## src/hw/rtl/tmi_ram.sv

```systemverilog
`default_nettype none

module tmi_ram #(
	parameter int DW    = 8,
	parameter int DEPTH = 256,
	parameter int AW    = (DEPTH > 1) ? $clog2(DEPTH) : 1
) (
	input  wire logic          clk,
	input  wire logic          we,
	input  wire logic [AW-1:0] waddr,
	input  wire logic [DW-1:0] wdata,
	input  wire logic [AW-1:0] raddr,
	output logic      [DW-1:0] rdata
);

	logic [DW-1:0] mem [DEPTH];

	always_ff @(posedge clk) begin
		if (we) begin
			mem[waddr] <= wdata;
		end
		rdata <= mem[raddr];
	end

endmodule

`default_nettype wire

```

## config.mk

```make
export PLATFORM = sky130hd
export DESIGN_NAME = tmi_ram
export DESIGN_NICKNAME = d
export VERILOG_FILES = /design/src/hw/rtl/tmi_ram.sv
export SDC_FILE = /design/constraint.sdc
export NUM_CORES = 2
export LEC_CHECK = 0
export ABC_AREA = 1
export ABC_CLOCK_PERIOD_IN_PS = 1500
export BUFFER_PORTS_ARGS = -buffer_cell sky130_fd_sc_hd__buf_4
export CAP_MARGIN = 20
export CORE_MARGIN = 2
export CORE_UTILIZATION = 38
export CTS_CLUSTER_DIAMETER = 200
export DETAILED_ROUTE_END_ITERATION = 8
export GPL_ROUTABILITY_DRIVEN = 0
export HOLD_SLACK_MARGIN = 0.05
export PLACE_DENSITY = 0.63
export SLEW_MARGIN = 0
export SYNTH_ARGS = -nofsm -noshare
export SYNTH_HDL_FRONTEND = slang
export SYNTH_SLANG_ARGS = --single-unit
export TNS_END_PERCENT = 100
```

## constraint.sdc

```tcl
create_clock -name clk -period 1.5 [get_ports clk]
set_input_delay 0 -clock clk [delete_from_list [all_inputs] [get_ports clk]]
set_output_delay 0 -clock clk [all_outputs]
set_load 0.01 [all_outputs]
```

==> results by group <==
Run status
  – Status: finished, final reports clean

Worst setup path
  – Delay contributed by the slowest stage of the critical path: 0.37 ns
  – Slowest library cell on the worst path: edfxtp_1
  – Critical Path Source: mem[42][0]
  – Worst reg2reg setup slack: 0.005 ns
  – Top cell family by delay on the critical path: simple AND/OR/NAND/NOR gates
  – Element type at the critical path start: register
  – Total number of cells along the worst setup path: 10
  – Worst r2r dst: rdata[0]
  – Crit path arrival time: 2.24 ns
  – Startpoint of the most critical register-to-register path: mem[42][0]
  – WP data required: 2.25 ns
  – Bufs and invs on worst path: 0
  – Critical Path Sink Type: register
  – Category of the critical setup timing path: register to register
  – Worst Reg-to-Reg Cells: 10
  – CP cell instances: nand2_1, nand3_2, nand3_2, nand3_4, nand3_4, nand3_4, nand3_2, nand2_2, nand2_1, nand2_1
  – Endpoint of the most critical setup path: rdata[0]
  – CP max FO: 1

Detailed routing
  – DRT Wirelength: 246000 µm
  – DRC Markers: 0
  – Initial drt markers: 7273
  – Number of iterations in the first detailed-routing pass: 5
  – Total via count after detailed routing: 57800
  – Average wire length per cell after detail routing: 23.3 µm
  – Via-to-Cell Ratio: 5.47
  – Number of routed nets with antenna violations: 0

Clock tree
  – Clock latency at the later pin of the worst-skew pair: 0.87 ns
  – H-Tree Depth: 4
  – Clock tree root driver cell: clkbuf_16
  – Clock slew seen by the registers of the worst setup and hold paths: 0.06 ns
  – Worst-case clock buffer depth: 3
  – TritonCTS buffer count: 206
  – Count of clock tree sinks: 2056
  – TritonCTS clock tree: built
  – Post-CTS setup buffer count: 0

Synth
  – Top cell type by total area after synthesis: edfxtp_1
  – Portion of the post-synthesis area used by sequential elements: 73.9%
  – Number of warnings printed during yosys synthesis: 0
  – Netlist cell types: 14
  – Top cells by area, synth: edfxtp_1 (74%), nand3_1 (12%), nand2_1 (9.6%)
  – Mean post-synth cell area: 11.9 µm²
  – Synth top area share: 73.7%
  – Mapped Cells: 7003
  – Most common flop cell mapped by yosys: edfxtp_1
  – Share of flip-flops with an asynchronous set or reset: 0%
  – Number of synthesized flops with an enable pin: 2048
  – Synthesized cell area: 83400 µm²
  – Syn Nets: 7029
  – Flop and latch count out of synthesis: 2056

Layout
  – Commonest cells after routing, fill and taps aside: nand2_1 (2099), edfxtp_1 (2048), nand3_1 (1537)
  – Most frequent standard cell in the layout excluding fill and tap cells: nand2_1
  – Storage cell area: 61700 µm²
  – Synthesis-to-layout area growth: 23.3%
  – Filler Cell Count: 18700
  – # nets final: 7565
  – Area taken by multi-input logic gates: 22400 µm²
  – Layout cell share with drive strength beyond 1: 20.7%

Global route
  – Overflow left after global routing: 0
  – Total routing usage reported by global routing: 21.5%
  – Global-route wire length before repair: 361000 µm
  – Initial antenna violation count: 5
  – Via count of the first global-routing pass: 55800
  – Maximum number of pins on one net before global-route repair: 71

Die
  – Starting Density: 38.3%
  – Die outline area: 223000 µm²
  – Die Y-Extent: 472 µm
  – Top Ports: 34
  – Standard-cell row count: 171
  – Area inside the core boundary: 218000 µm²
  – Floorplan die width: 472 µm

Placement
  – Quantity of I/O buffers inserted on ports: 33
  – Post-detailed-placement half-perimeter wirelength: 154000 µm
  – Pre-CTS setup slack: -0.904 ns

Timing
  – Fin. Hold Viols: 0
  – Portion of the clock cycle consumed by the worst path in the final layout: 99.6%
  – Final setup violation count: 0
  – Max Clk Rate: 669 MHz
  – Fin Clk Skew: 0.0308 ns
  – Post-layout minimum cycle time: 1.49 ns
  – Max Slew Vio Count: 0
  – Setup repair after global routing missed its margin: true
  – Setup Total Neg Slack: 0 ns
  – Worst relative slew slack: 51.9%
  – Post-route setup slack: 0.00538 ns
  – Slew at the pin with the worst max-slew slack: 0.721 ns

Power
  – Worst vdd rail ir drop: 1.34 mV
  – Leakage component of the power: 0.0368 µW
  – Power per Cell Area: 1210 nW/µm²

Flow run
  – Max-cap violations: 0

Hold path
  – Hold Crit Class: input pin to register
-- routing by layer --
layer	global-route usage [%]	part of all wire, %
met3	3.59	8.5
met1	28.6	39
met4	9.62	4.7
met5	0	0.0069
met2	34.6	47
-- area by class of cell --
cell class / count / share of cell area, %
Sequential cell: 2056 / 60.0
Timing Repair Buffer: 811 / 8.08
Clock inverter: 128 / 1.25
Clock buffer: 254 / 5.27
Inverter: 39 / 0.175
Tap cell: 2854 / 3.47
Multi-Input combinational cell: 4425 / 21.8
Antenna cell: 1 / 0.00243
-- logic make-up after synthesis --
group         Yosys count  share of synthesized area (%)
simple gates         4425                           22.9
buf+inv               522                           3.12
flops                2056                           73.9
-- synth_stat cells, types with 2 or more instances --
library cell / count
nand2_1: 2123
edfxtp_1: 2048
nand3_1: 2019
nor2_1: 283
buf_2: 268
clkbuf_1: 112
buf_4: 46
buf_1: 40
inv_1: 36
buf_6: 16
dfxtp_1: 8
inv_2: 2
-- worst reg2reg max path: stages, from the launching register on --
cell	delay, ns
edfxtp_1	0.37
nand2_1	0.10
nand3_2	0.10
nand3_2	0.12
nand3_4	0.10
nand3_4	0.14
nand3_4	0.14
nand3_2	0.10
nand2_2	0.09
nand2_1	0.08
nand2_1	0.05
-- what timing repair did --
item / in CTS / in global routing
resized for setup: 149 / 476
hold endpoints to repair: 2548 / 7
endpoints found under the setup margin: 16 / 25
pin swaps: 9 / 180
hold buffers: 21 / 1
-- worst min path at each step --
| stage | from | to | slack (ns) | depth (start not counted) |
|---|---|---|---|---|
| floorplan | wdata[0] | mem[0][0] | 0.1 | 0 |
| global placement | wdata[3] | mem[114][3] | 0.37 | 1 |
| detailed placement | wdata[3] | mem[114][3] | 0.37 | 1 |
| CTS | raddr[6] | rdata[1] | -0.07 | 7 |
| global route | wdata[3] | mem[80][3] | 0.06 | 2 |
| finish | wdata[3] | mem[80][3] | 0.07 | 2 |
-- metrics by stage --
stage / power [µW] / cells / instance area [µm²] / hold slack [ns] / utilization, %
final: 124000 / 10600 / 103000 / 0.0746 / 47.3
after global routing: 127000 / 10600 / 103000 / 0.0631 / 47.3
after CTS: 124000 / 10600 / 100000 / -0.0730 / 46.1
after detailed placement: 73000 / 10200 / 92700 / 0.366 / 42.6
after global placement: 73000 / 10200 / 92700 / 0.372 / 42.6
after floorplan: 68500 / 7003 / 83400 / 0.0989 / -
-- registers in the layout, summed over array words and instances (netlist names) --
signal,count
mem,2048
rdata,8
-- report_power, final --
group          internal, µW  switching [µW]  total (µW)  leakage (µW)
registers             63300             103       63400        0.0185
clock network         29000           22100       51100       0.00327
logic                  3050            6520        9570        0.0151
total                 95400           28800      124000        0.0368
Power figures use the tool's default switching activity.
